File: src/rtl/pmid_pkg.sv
package pmid_pkg;

    localparam int AXES       = 3;
    localparam int MAX_AXES   = 3;
    localparam int COORD_W    = 32;
    localparam int DELTA_W    = COORD_W + 1;
    localparam int LEN_W      = 31;
    localparam int HALF_W     = LEN_W - 1;
    localparam int MASK_W     = 3;
    localparam int MAG_W      = COORD_W;
    localparam int SQ_W       = 2 * MAG_W;
    localparam int SUM_W      = SQ_W + 2;
    localparam int ROOT_W     = SUM_W / 2;
    localparam int ROOT_REM_W = ROOT_W + 3;
    localparam int FOLD_STEPS = DELTA_W;
    localparam int ADDR_W     = 4;
    localparam int DATA_W     = 32;

    localparam logic [LEN_W-1:0]  LEN_RESET  = LEN_W'(65536);
    localparam logic [MASK_W-1:0] WRAP_RESET = '0;

    typedef enum logic [1:0] {
        REG_LEN_X = 2'd0,
        REG_LEN_Y = 2'd1,
        REG_LEN_Z = 2'd2,
        REG_WRAP  = 2'd3
    } reg_idx_t;

    typedef struct packed {
        logic [MAX_AXES-1:0][LEN_W-1:0] len;
        logic [MASK_W-1:0]              wrap;
    } cfg_t;

endpackage

File: src/rtl/pmid_regs.sv
module pmid_regs import pmid_pkg::*; (
    input  logic              aclk,
    input  logic              aresetn,
    input  logic              psel,
    input  logic              penable,
    input  logic              pwrite,
    input  logic [ADDR_W-1:0] paddr,
    input  logic [DATA_W-1:0] pwdata,
    output logic [DATA_W-1:0] prdata,
    output logic              pready,
    output cfg_t              cfg
);

    logic [MAX_AXES-1:0][LEN_W-1:0] len_reg;
    logic [MASK_W-1:0]              wrap_reg;
    reg_idx_t                       idx;

    assign idx    = reg_idx_t'(paddr[ADDR_W-1:2]);
    assign pready = 1'b1;

    always_ff @(posedge aclk) begin
        if (!aresetn) begin
            for (int i = 0; i < MAX_AXES; i++) begin
                len_reg[i] <= LEN_RESET;
            end
            wrap_reg <= WRAP_RESET;
        end else if (psel && penable && pwrite) begin
            case (idx)
                REG_LEN_X: len_reg[0] <= pwdata[LEN_W-1:0];
                REG_LEN_Y: len_reg[1] <= pwdata[LEN_W-1:0];
                REG_LEN_Z: len_reg[2] <= pwdata[LEN_W-1:0];
                REG_WRAP:  wrap_reg   <= pwdata[MASK_W-1:0];
                default: ;
            endcase
        end
    end

    always_comb begin
        case (idx)
            REG_LEN_X: prdata = DATA_W'(len_reg[0]);
            REG_LEN_Y: prdata = DATA_W'(len_reg[1]);
            REG_LEN_Z: prdata = DATA_W'(len_reg[2]);
            REG_WRAP:  prdata = DATA_W'(wrap_reg);
            default:   prdata = '0;
        endcase
    end

    assign cfg.len  = len_reg;
    assign cfg.wrap = wrap_reg;

endmodule

File: config.mk
export PLATFORM = sky130hd
export DESIGN_NAME = pmid_regs
export DESIGN_NICKNAME = d
export VERILOG_FILES = /design/src/rtl/pmid_pkg.sv /design/src/rtl/pmid_regs.sv
export SDC_FILE = /design/constraint.sdc
export NUM_CORES = 1
export LEC_CHECK = 0
export BUFFER_PORTS_ARGS = -buffer_cell sky130_fd_sc_hd__clkbuf_2
export CORE_ASPECT_RATIO = 2
export CORE_MARGIN = 5
export CORE_UTILIZATION = 27
export DETAILED_ROUTE_END_ITERATION = 16
export HOLD_SLACK_MARGIN = 0.06
export PLACE_DENSITY = 0.47
export SYNTH_ARGS = -nofsm -noshare
export SYNTH_HDL_FRONTEND = slang
export SYNTH_SLANG_ARGS = --single-unit
File: constraint.sdc
create_clock -name aclk -period 3.2 [get_ports aclk]
set_input_delay 0.48 -clock aclk [delete_from_list [all_inputs] [get_ports aclk]]
set_output_delay 0.48 -clock aclk [all_outputs]
set_load 0.005 [all_outputs]
[Yosys cells after proc, flatten, opt, wreduce, memory -nomap -nowiden]
Cells that the tools add are included.
Cells by class
  equality and inequality tests: 3
  mux-type cells: 1
  reduce and logical (&&, ||, !) cells: 7
Operators by type and width (count)
  32-bit one-hot mux with 4 select lines: 1
  2-bit AND reduction: 4
  2-bit == test (second input constant): 2
  2-bit by 1-bit == test with 1-bit output (second input constant): 1
  1-bit logical AND: 2
  2-bit zero test: 1
Storage, ports and cells
  register bits after elaboration: 96
  input port bits: 41
  word-level logic and storage cells: 15

[Longest topological paths before layout]
  word-level depth: 3
  mapped depth: 6
  gate-level depth less buffers: 3

[Worst setup path after synthesis]
No wires, ideal clock.
  path type: input to output
  start point: input paddr[3]
  end point: output prdata[11]
  arrival: 1311 ps
  setup slack: 1409 ps
  stages on the path: 6
  buffers on the path: 3
  cells stage by stage: buf_2 > nor2b_1 > buf_2 > buf_2 > nand2_1 > o21ai_1
On the way
  cells in the longest elaborated chain, start to end: 2
  elaborated cells on any way between the ends: 5
Ends and longest elaborated chain
  start: declaration: RTL line pmid_regs.sv:7  | input logic [ADDR_W-1:0] paddr,
  2-bit == test, or another cell as far along: RTL line pmid_regs.sv:39  | case (idx)
  32-bit one-hot mux with 4 select lines *: RTL line pmid_regs.sv:39
  end: declaration: RTL line pmid_regs.sv:9  | output logic [DATA_W-1:0] prdata,
Every way passes the cells marked *; elsewhere a longest branch is shown, timed or not. The select of a mux whose other input is x is not followed.

[Final worst setup path]
  start point: input paddr[2]
  end point: output prdata[19]
The elaborated chain is that of the path after synthesis.

==> results.toml <==
[placement]
placed_area_um2 = 5220
dpl.hpwl_um = 8530
place_inst = 790
io_buffers = 164
gp_congestion = 0.742

[sta]
finalCritPeriodShare_pct = 71.3
clock_skew_ps = 0
grt_setup_unrepaired = "false"
relSlewSlack_pct = 49.4
min_period_ps = 2280
finalSetupViolations = 0
setup_tns_ps = 0
tightestPinTransition_ps = 759
hold_violations = 0
maxSlewViolCount = 0
fmax_ghz = 0.438

[clock_tree]
clock_path_buffers = 2
insertion_delay_ps = 340
postCtsSetupRepairBufs = 0
clkTransAtPathRegs_ps = 70
clock-sinks = 96
hold_buffers = 0
cts_resized = 0
cts_made_buffers = 9
tritoncts = "yes"
cts_root_buf = "clkbuf_16"
htreeDepth = 3

[synthesis]
yosysSeqAreaShare_pct = 45.3
ys_top_cells_by_area = "dfxtp_1 45%, mux2i_1 29%, nand2_1 13%"
yosysUniqueCellTypes = 16
ys_warn_count = 0
syn_area_um2 = 4240
ys_seq_elements = 96
synthCells = 451
postSynthNetCount = 492
netlist.area_leader.share_pct = 45.3
syn_avg_cell_area_um2 = 9.40
yosys.area.top_type = "dfxtp_1"

[grt]
grt_pass1_wl_um = 19800
gr-usage-all-layers_pct = 13.3
grt_pass1_vias = 3673
antenna_found_initial = 0
grt-ovfl-total = 0
grt_max_degree = 75

[cells_and_area]
antennaDiodeCount = 0
final_util_pct = 35.3
postLayoutCellArea_um2 = 5510
syn_to_final_growth_pct = 29.8
nets = 641
largest_reg_flops = 93
drive_above_1_share_pct = 32.6
fin_cells = 806

[power]
p_leak_uw = 0.00279
power_uw = 2430
ir_worst_vdd_mv = 0.228
p_per_area_nw_per_um2 = 442

[critical_path]
path_class = "primary input to output pin"
crit_chain = "clkbuf_2, buf_4, mux2i_1, o21ai_0, clkbuf_2"
critical_path.max_fanout = 21
crit_arrival_ps = 1800
worstPathRequired_ps = 2720
startpoint = "paddr[2]"
cp_common_cell = "clkbuf_2"
setup.worst_path.start_class = "primary input"
max_stage_delay_ps = 450
crit_slowest_cell = "buf_4"
crit_path_end_kind = "output pin"
r2r-start = "cfg[46]"

[floorplan]
core_area_um2 = 15600
dieArea_um2 = 18500
chipWidth_um = 98.6
ios = 170
die_h_um = 187
start_util_pct = 27.2
rows = 65

[routing]
via_per_inst = 4.45
ant_nets = 0
first_pass_iters = 5
wirelength_um = 12300
first_iter_violations = 79
drc = 0
wl_per_cell_um = 15.3
num_vias = 3583

[run_status]
status = "finished, final reports clean"

[min_path]
hp-start = "pwdata[20]"
hold_class = "primary input to flop"

[run]
cap_violations = 0
[power by group]
group	internal, uW	switching, uW	total (uW)
Clock	551	475	1030
Sequential	1210	12.9	1220
Combinational	73.6	108	182
Total	1830	596	2430
[worst max-delay path, delay by kind of cell]
kind,cells,cell delay [ps]
mux,1,120
compound gates,1,280
buf+inv,3,900
[Yosys cell counts]
cell and number:
clkbuf_1 14, nand3b_1 1, buf_6 5, mux4_2 3
nor3b_4 1, o21ai_1 4, o21ai_0 24, conb_1 2
nor2b_1 5, dfxtp_1 96, buf_2 7, mux2i_1 124
and3_1 2, buf_4 10, nand2_1 152, buf_1 1
[worst paths after layout]
check,slack (ps),endpoint,cells past startpoint
worst max-delay path,920,prdata[19],5
worst min-delay path,420,cfg[54],3
worst min register to register,470,cfg[16],2
worst max register to register,2520,cfg[46],2
[placed cells by master (no fill, tap or decap), drive strengths merged, types with 2 or more instances in the layout]
cell type  netlist  final
buf             23     12
dfxtp           96     96
nor2b            5      5
clkinv           0      4
conb             2      2
o21ai           28     28
nand2          152    152
clkbuf          14    173
and3             2      2
mux2i          124    124
mux4             3      3
[layout make-up]
type | instances | area, um^2
clock buffers | 10 | 239
clock inverters | 6 | 43.8
fillers | 1689 | 10100
multi-input cells | 318 | 2110
flip-flops and latches | 96 | 1920
well taps | 201 | 251
repair buffers | 175 | 943
[logic make-up after synthesis]
logic type	Yosys count	share of synthesized area, %
AND/OR/NAND/NOR	161	15.1
multiplexers	127	30.9
flip-flops	96	45.3
buffers and inverters	37	5.25
AO/OA/AOI/OAI	28	3.30
other	2	0.177
[metal layers]
layer / vias to the layer above / share of wire, % / wire length [um] / track usage [%]
met5: - / 0 / 0 / 0
met4: 0 / 0.98 / 121 / 3.79
li1: 1791 / - / - / -
met3: 6 / 6.7 / 827 / 3.47
met1: 1654 / 49 / 6080 / 18.6
met2: 132 / 43 / 5300 / 20.2
[per-stage QoR]
stage                     hold slack [ps]  worst slack (ps)
after floorplan                       461              1410
after global placement                460               904
after detailed placement              460               889
after CTS                             406               892
after global routing                  423               804
final                                 422               919
No activity file was read; power rests on OpenSTA's default activity.
