**config.mk**
```make
export PLATFORM = sky130hd
export DESIGN_NAME = pmid_isqrt
export DESIGN_NICKNAME = d
export VERILOG_FILES = /design/src/rtl/pmid_pkg.sv /design/src/rtl/pmid_isqrt.sv
export SDC_FILE = /design/constraint.sdc
export NUM_CORES = 2
export LEC_CHECK = 0
export BUFFER_PORTS_ARGS = -buffer_cell sky130_fd_sc_hd__buf_2
export CAP_MARGIN = 15
export CORE_UTILIZATION = 45
export DETAILED_ROUTE_END_ITERATION = 10
export SLEW_MARGIN = 20
export SYNTH_ARGS = -nofsm -noshare
export SYNTH_HDL_FRONTEND = slang
export SYNTH_SLANG_ARGS = --single-unit
```
**constraint.sdc**
```tcl
create_clock -name aclk -period 4.4 [get_ports aclk]
set_input_delay 0.44 -clock aclk [delete_from_list [all_inputs] [get_ports aclk]]
set_output_delay 0.44 -clock aclk [all_outputs]
set_load 0.01 [all_outputs]
```
**src/rtl/pmid_pkg.sv**
```systemverilog
package pmid_pkg;

    localparam int AXES       = 3;
    localparam int MAX_AXES   = 3;
    localparam int COORD_W    = 32;
    localparam int DELTA_W    = COORD_W + 1;
    localparam int LEN_W      = 31;
    localparam int HALF_W     = LEN_W - 1;
    localparam int MASK_W     = 3;
    localparam int MAG_W      = COORD_W;
    localparam int SQ_W       = 2 * MAG_W;
    localparam int SUM_W      = SQ_W + 2;
    localparam int ROOT_W     = SUM_W / 2;
    localparam int ROOT_REM_W = ROOT_W + 3;
    localparam int FOLD_STEPS = DELTA_W;
    localparam int ADDR_W     = 4;
    localparam int DATA_W     = 32;

    localparam logic [LEN_W-1:0]  LEN_RESET  = LEN_W'(65536);
    localparam logic [MASK_W-1:0] WRAP_RESET = '0;

    typedef enum logic [1:0] {
        REG_LEN_X = 2'd0,
        REG_LEN_Y = 2'd1,
        REG_LEN_Z = 2'd2,
        REG_WRAP  = 2'd3
    } reg_idx_t;

    typedef struct packed {
        logic [MAX_AXES-1:0][LEN_W-1:0] len;
        logic [MASK_W-1:0]              wrap;
    } cfg_t;

endpackage

```
**src/rtl/pmid_isqrt.sv**
```systemverilog
module pmid_isqrt import pmid_pkg::*; (
    input  logic              aclk,
    input  logic              aresetn,
    input  logic              en,
    input  logic              in_valid,
    input  logic [SUM_W-1:0]  in_value,
    output logic              out_valid,
    output logic [ROOT_W-1:0] out_root
);

    typedef struct packed {
        logic [ROOT_REM_W-1:0] rem;
        logic [ROOT_W-1:0]     root;
    } rt_step_t;

    function automatic rt_step_t root_step(input logic [ROOT_REM_W-1:0] rem,
                                           input logic [ROOT_W-1:0] root,
                                           input logic [1:0] pair);
        logic [ROOT_REM_W-1:0] shifted;
        logic [ROOT_REM_W-1:0] trial;
        rt_step_t              res;
        shifted = {rem[ROOT_REM_W-3:0], pair};
        trial   = ROOT_REM_W'({root, 2'b01});
        if (shifted >= trial) begin
            res.rem  = shifted - trial;
            res.root = {root[ROOT_W-2:0], 1'b1};
        end else begin
            res.rem  = shifted;
            res.root = {root[ROOT_W-2:0], 1'b0};
        end
        return res;
    endfunction

    logic                  rt_vld_reg  [ROOT_W];
    logic [ROOT_REM_W-1:0] rt_rem_reg  [ROOT_W];
    logic [ROOT_W-1:0]     rt_root_reg [ROOT_W];
    logic [SUM_W-1:0]      rt_num_reg  [ROOT_W];

    always_ff @(posedge aclk) begin
        if (!aresetn) begin
            for (int i = 0; i < ROOT_W; i++) begin
                rt_vld_reg[i] <= 1'b0;
            end
        end else if (en) begin
            rt_vld_reg[0] <= in_valid;
            for (int i = 1; i < ROOT_W; i++) begin
                rt_vld_reg[i] <= rt_vld_reg[i-1];
            end
        end
    end

    // one result bit per stage, two radicand bits consumed per stage
    always_ff @(posedge aclk) begin
        if (en) begin
            {rt_rem_reg[0], rt_root_reg[0]} <=
                root_step('0, '0, in_value[SUM_W-1:SUM_W-2]);
            rt_num_reg[0] <= in_value << 2;
            for (int i = 1; i < ROOT_W; i++) begin
                {rt_rem_reg[i], rt_root_reg[i]} <=
                    root_step(rt_rem_reg[i-1], rt_root_reg[i-1],
                              rt_num_reg[i-1][SUM_W-1:SUM_W-2]);
                rt_num_reg[i] <= rt_num_reg[i-1] << 2;
            end
        end
    end

    assign out_valid = rt_vld_reg[ROOT_W-1];
    assign out_root  = rt_root_reg[ROOT_W-1];

endmodule

```
## Word level (Yosys, flattened, before mapping)

Memory sizes are Yosys's and may differ from the RTL's.
Index checks and enable logic that the tools add are counted.

| operators by class | value |
|---|---|
| add/sub/neg operators | 32 |
| $lt $le $gt $ge | 33 |
| multiplexer cells | 71 |
| bitwise logic cells | 33 |

Operator list:

| kind | number |
|---|---|
| two-way mux 67 bit | 31 |
| >= comparator 36 x 35 -> 1 bit | 32 |
| subtractor 34 bit | 31 |
| two-way mux 1 bit | 39 |
| two-way mux 35 bit | 1 |
| OR 1 bit | 33 |
| subtractor 2 x 1 -> 3 bit (second input constant) | 1 |
| >= comparator 2 x 1 -> 1 bit (second input constant) | 1 |

| storage, ports and cells | value |
|---|---|
| register bits after elaboration | 2146 |
| memory bits (writable) | 2145 |
| bits of input ports | 70 |
| output and inout port bits | 34 |
| logic and storage cells | 237 |
| memories kept | 2 |

Memories:

| name | depth | bits a word | read ports | clocked after Yosys merged registers in | wr ports | RTL line | RTL |
|---|---|---|---|---|---|---|---|
| rt_num_reg | 33 | 64 | 32 | 0 | 33 | pmid_isqrt.sv:37 | `logic [SUM_W-1:0] rt_num_reg [ROOT_W];` |
| rt_vld_reg | 33 | 1 | 33 | 0 | 33 | pmid_isqrt.sv:34 | `logic rt_vld_reg [ROOT_W];` |

## Logic depth before layout (Yosys ltp)

| logic depth | value |
|---|---|
| depth in word-level cells | 4 |
| mapped depth | 14 |
| depth with buffers taken out | 12 |

## Worst setup path before layout

Ideal clock, no wire load.

| timing | value |
|---|---|
| path type | register -> register |
| start | register rt_rem_reg[1093] in the netlist's numbering |
| end | register rt_rem_reg[1075] in the netlist's numbering (data pin) |
| arrival | 3.361 ns |
| data required time | 4.142 ns |
| setup slack | 0.782 ns |
| cell stages (with the launch flop) | 12 |
| path buffers | 2 |
| clock period less this slack | 3.618 ns |
| path through | edfxtp_1 -> or4_2 -> or4_4 -> or2_4 -> o31a_1 -> and3_1 -> buf_6 -> or3_1 -> buf_6 -> nor3_1 -> nand2_1 -> xnor2_1 |

| between the ends | value |
|---|---|
| longest elaborated chain between the ends | 2 |
| elaborated cells on any way between the ends | 3 |
| those cells by class | add/sub: 1; order compare: 1; mux: 1 |

RTL lines:

| element | RTL line | RTL |
|---|---|---|
| from (decl) | pmid_isqrt.sv:35 | `logic [ROOT_REM_W-1:0] rt_rem_reg [ROOT_W];` |
| from (signal, indexed assignment) | pmid_isqrt.sv:59 | `{rt_rem_reg[i], rt_root_reg[i]} <=` |
| subtractor 34 bit or >= comparator 36 x 35 -> 1 bit (tied branches) | pmid_isqrt.sv:25, pmid_isqrt.sv:24 |  |
| two-way mux 67 bit (*) | pmid_isqrt.sv:24 | `if (shifted >= trial) begin` |

Mark *: on every way between the ends. The rest lies on a longest branch, timed or not.
A chain may end at the register's enable or synchronous reset.

## Final worst setup path

| timing | value |
|---|---|
| start | register rt_rem_reg[1093] in the netlist's numbering |
| end | register rt_rem_reg[1057] in the netlist's numbering (data pin) |

| between the ends | value |
|---|---|
| longest elaborated chain between the ends | 2 |

RTL lines:

| element | RTL line |
|---|---|
| >= comparator 36 x 35 -> 1 bit | pmid_isqrt.sv:24 |
| two-way mux 67 bit | pmid_isqrt.sv:24 |

Every way passes these cells.

==> results.cfg <==
[status]
status = completed

[timing]
max_slew_margin = 0.311
grt_setup_unrepaired = false
final.setup_skew_ns = 0.0585
setup-tns-final_ns = 0
hold_violations = 0
timing_max_transition_violations_final = 0
timing_worst_slew_pin_value_ns = 1.02
maxClockFrequency_mhz = 252
timing.final.setup_violations = 0
finalWorstPathRequiredPeriod_ns = 3.97
setup_ws_ns = 0.430
final.period_utilization = 0.902

[clock_network]
cts_tree = built
insertion_delay_ns = 0.91
clock-sinks = 2687
cts_htree_levels = 5
clk_path_buf_depth = 4
root_buffer = sky130_fd_sc_hd__clkbuf_16
cts.reportedPaths.clkPinSlew_ns = 0.06
tritoncts.num_buffers = 299

[floorplanning]
dieHeight_um = 529
fp.dieArea_mm2 = 0.280
die_w_um = 529
std_cell_rows = 193
io_pins = 104
design.core.area_mm2 = 0.276
initial_utilization = 0.452

[min_path]
min_delay_path_depth = 1
hold_class = input pin to register
worstHoldStart = en

[logic_synthesis]
ys_types = 89
post_synth_instance_area_mm2 = 0.125
synthesis.instances = 9675
synth.yosys.seq_area_share = 0.645
post_synth_edffs = 2687
register_bit_total_from_synthesis = 2687
syn_avg_cell_area_um2 = 12.9
async_reset_ff_frac = 0
yosysWarningCount = 0
postSynthNetCount = 10300
postSynth.topFlopCell = sky130_fd_sc_hd__edfxtp_1

[worst_setup_path]
crit_fanout = 10
worst-setup-path-type = register to register
cp_data_required_time_ns = 5.02
critPathCaptureType = register
worst-endpoint-arrival_ns = 4.59
r2r_cells = 9
crit-reg2reg-launch = rt_rem_reg[1093]$_DFFE_PP_
startpoint_type_of_the_worst_setup_path = register
critical_path.startpoint = rt_rem_reg[1093]$_DFFE_PP_

[grt]
grt_max_degree = 129
grt_antenna_before_repair = 5
grtUsageTotal = 0.183
grt_first_pass_wirelength_mm = 408
globalRouteOverflowTotal = 0
first_global_vias = 74400

[detailed_routing]
wirelength_mm = 260
wire_length_per_cell_after_detailed_routing_um = 18.6
detail-route-antenna-nets = 0
drt_initial_violations = 5301
drcViolationCount = 0
routed_via_density = 5.36
via_count = 75100
dr.pass1.iters = 6

[placement]
dpl.cell_count = 13400
hpwl_mm = 187
buffer_ports.inserted = 103
gp_congestion = 0.939
dpl_worst_slack_ns = 0.439

[cells_and_area]
largest_register_ffs = 1056
final_instance_count_without_filler_cells = 14000
ratio_of_cells_with_drive_above_1_in_the_final_layout = 0.0803
flow.area_growth_from_synthesis_pct = 12.8
most-common-layout-cells = sky130_fd_sc_hd__edfxtp_1 (2687), sky130_fd_sc_hd__inv_1 (724), sky130_fd_sc_hd__nand2_1 (690)
design.final.nets = 10700
leading_cell_type_in_the_layout_fill_and_taps_excluded = sky130_fd_sc_hd__edfxtp_1
filler_cell_count = 23400

[flow_run]
maxCapViolCount = 0

[pwr]
leakage_nw = 53.8
max-vdd-ir-drop_v = 0.000342
powerDensity_mw_per_mm2 = 531
logic make-up (layout without fill, tap and decap cells):
family                     count (synthesis)  in the layout  synth area share
and+or+nand+nor                         2489           2489            0.0987
buffers and inverters                    958           1570            0.0299
other                                      1              4         0.0000300
adders and majority gates                596            596            0.0596
AOI/OAI and AO/OA                       1978           1978            0.0977
DFF                                     2687           2687             0.645
muxes                                     80             80           0.00706
xor gates and xnor gates                 886            886            0.0620
worst paths after layout:
check	endpoint	slack (ns)
setup / recovery	rt_rem_reg[1057]$_DFFE_PP_	0.43
hold / removal	rt_num_reg[0][34]$_DFFE_PP_	0.07
setup reg to reg	rt_rem_reg[1057]$_DFFE_PP_	0.43
hold reg to reg	rt_num_reg[0][464]$_DFFE_PP_	0.38
cell usage after synthesis, types with 14 or more instances:
cell | instances | share of area
sky130_fd_sc_hd__mux2i_1 | 14 | 0.0011
sky130_fd_sc_hd__nor4_1 | 108 | 0.0054
sky130_fd_sc_hd__mux2_2 | 66 | 0.0059
sky130_fd_sc_hd__a2111oi_0 | 15 | 0.0011
sky130_fd_sc_hd__nand3_1 | 148 | 0.0059
sky130_fd_sc_hd__a211oi_1 | 56 | 0.0034
sky130_fd_sc_hd__o21ai_0 | 506 | 0.020
sky130_fd_sc_hd__nand2b_1 | 135 | 0.0068
sky130_fd_sc_hd__o21bai_1 | 47 | 0.0028
sky130_fd_sc_hd__edfxtp_1 | 2687 | 0.64
sky130_fd_sc_hd__nand2_1 | 690 | 0.021
sky130_fd_sc_hd__a21oi_1 | 626 | 0.025
sky130_fd_sc_hd__a221oi_1 | 15 | 0.0011
sky130_fd_sc_hd__ha_1 | 596 | 0.060
sky130_fd_sc_hd__inv_1 | 724 | 0.022
sky130_fd_sc_hd__xor2_1 | 426 | 0.030
sky130_fd_sc_hd__and4_1 | 27 | 0.0019
sky130_fd_sc_hd__or2_2 | 40 | 0.0020
sky130_fd_sc_hd__nor4b_1 | 20 | 0.0014
sky130_fd_sc_hd__a31o_2 | 18 | 0.0013
sky130_fd_sc_hd__nand4b_1 | 19 | 0.0013
sky130_fd_sc_hd__nand4_1 | 94 | 0.0047
sky130_fd_sc_hd__a31oi_1 | 55 | 0.0028
sky130_fd_sc_hd__xnor2_1 | 460 | 0.032
sky130_fd_sc_hd__and3_1 | 95 | 0.0048
sky130_fd_sc_hd__clkbuf_1 | 190 | 0.0057
sky130_fd_sc_hd__o22ai_1 | 15 | 0.00075
sky130_fd_sc_hd__o211ai_1 | 35 | 0.0021
sky130_fd_sc_hd__a21boi_0 | 15 | 0.00090
sky130_fd_sc_hd__nor2_1 | 552 | 0.017
sky130_fd_sc_hd__o21a_1 | 95 | 0.0057
sky130_fd_sc_hd__o41ai_1 | 16 | 0.0011
sky130_fd_sc_hd__buf_4 | 33 | 0.0020
sky130_fd_sc_hd__nor2b_1 | 79 | 0.0040
sky130_fd_sc_hd__nand3b_1 | 36 | 0.0022
sky130_fd_sc_hd__a211o_1 | 27 | 0.0019
sky130_fd_sc_hd__a21o_1 | 260 | 0.016
sky130_fd_sc_hd__nor3_1 | 259 | 0.010
sky130_fd_sc_hd__and2_1 | 29 | 0.0015
sky130_fd_sc_hd__a311oi_1 | 18 | 0.0013
sky130_fd_sc_hd__or3_1 | 69 | 0.0035
sky130_fd_sc_hd__o31ai_1 | 57 | 0.0034
sky130_fd_sc_hd__or4_1 | 44 | 0.0026
where the power goes:
group | total, mW | internal, mW | switching [mW] | leakage (nW)
combinational | 15.8 | 6.61 | 9.19 | 23.2
sequential | 34.6 | 32.5 | 2.12 | 25.9
clock | 24.5 | 14.5 | 10.1 | 4.68
total | 75.0 | 53.6 | 21.4 | 53.8
final cells by class:
class	instances	area, um2	area share
Antenna cell	3	7.51	0.0000532
Clock buffer	361	7860	0.0557
Tap cell	3705	4640	0.0328
Inverter	726	2730	0.0193
Clock inverter	179	1800	0.0128
Multi-Input combinational cell	6030	40800	0.289
Timing Repair Buffer	304	2620	0.0186
Sequential cell	2687	80700	0.572
timing repair:
action,CTS,global route
resized for setup,0,0
setup buffers,0,0
endpoints found under the hold margin,68,0
setup endpoints to repair,0,0
hold buffers,68,0
metal layers:
metal / wire (um) / GRT usage / vias up
met5: 0 / 0 / -
met4: 8950 / 0.0681 / 0
met3: 9350 / 0.0204 / 486
met2: 128000 / 0.319 / 1543
met1: 113000 / 0.233 / 36500
li1: - / - / 36600
metrics by stage:
step / util / hold slack [ns] / instance area [um2] / power (mW)
after floorplan: - / 0.400 / 125000 / 45.7
after global placement: 0.473 / 0.400 / 131000 / 50.5
after detailed placement: 0.473 / 0.405 / 131000 / 50.8
after CTS: 0.510 / 0.0282 / 141000 / 75.8
after global routing: 0.510 / 0.0598 / 141000 / 78.8
final: 0.510 / 0.0690 / 141000 / 75.0
critical path: stages (launching register included):
cell,delay (ns)
sky130_fd_sc_hd__edfxtp_1,0.44
sky130_fd_sc_hd__or4_2,0.70
sky130_fd_sc_hd__or4_4,0.48
sky130_fd_sc_hd__or2_4,0.30
sky130_fd_sc_hd__o31a_1,0.30
sky130_fd_sc_hd__and3_1,0.28
sky130_fd_sc_hd__or3_1,0.57
sky130_fd_sc_hd__nor4_4,0.23
sky130_fd_sc_hd__nor3b_1,0.28
sky130_fd_sc_hd__xor2_1,0.11
(Power assumes the default switching activity.)
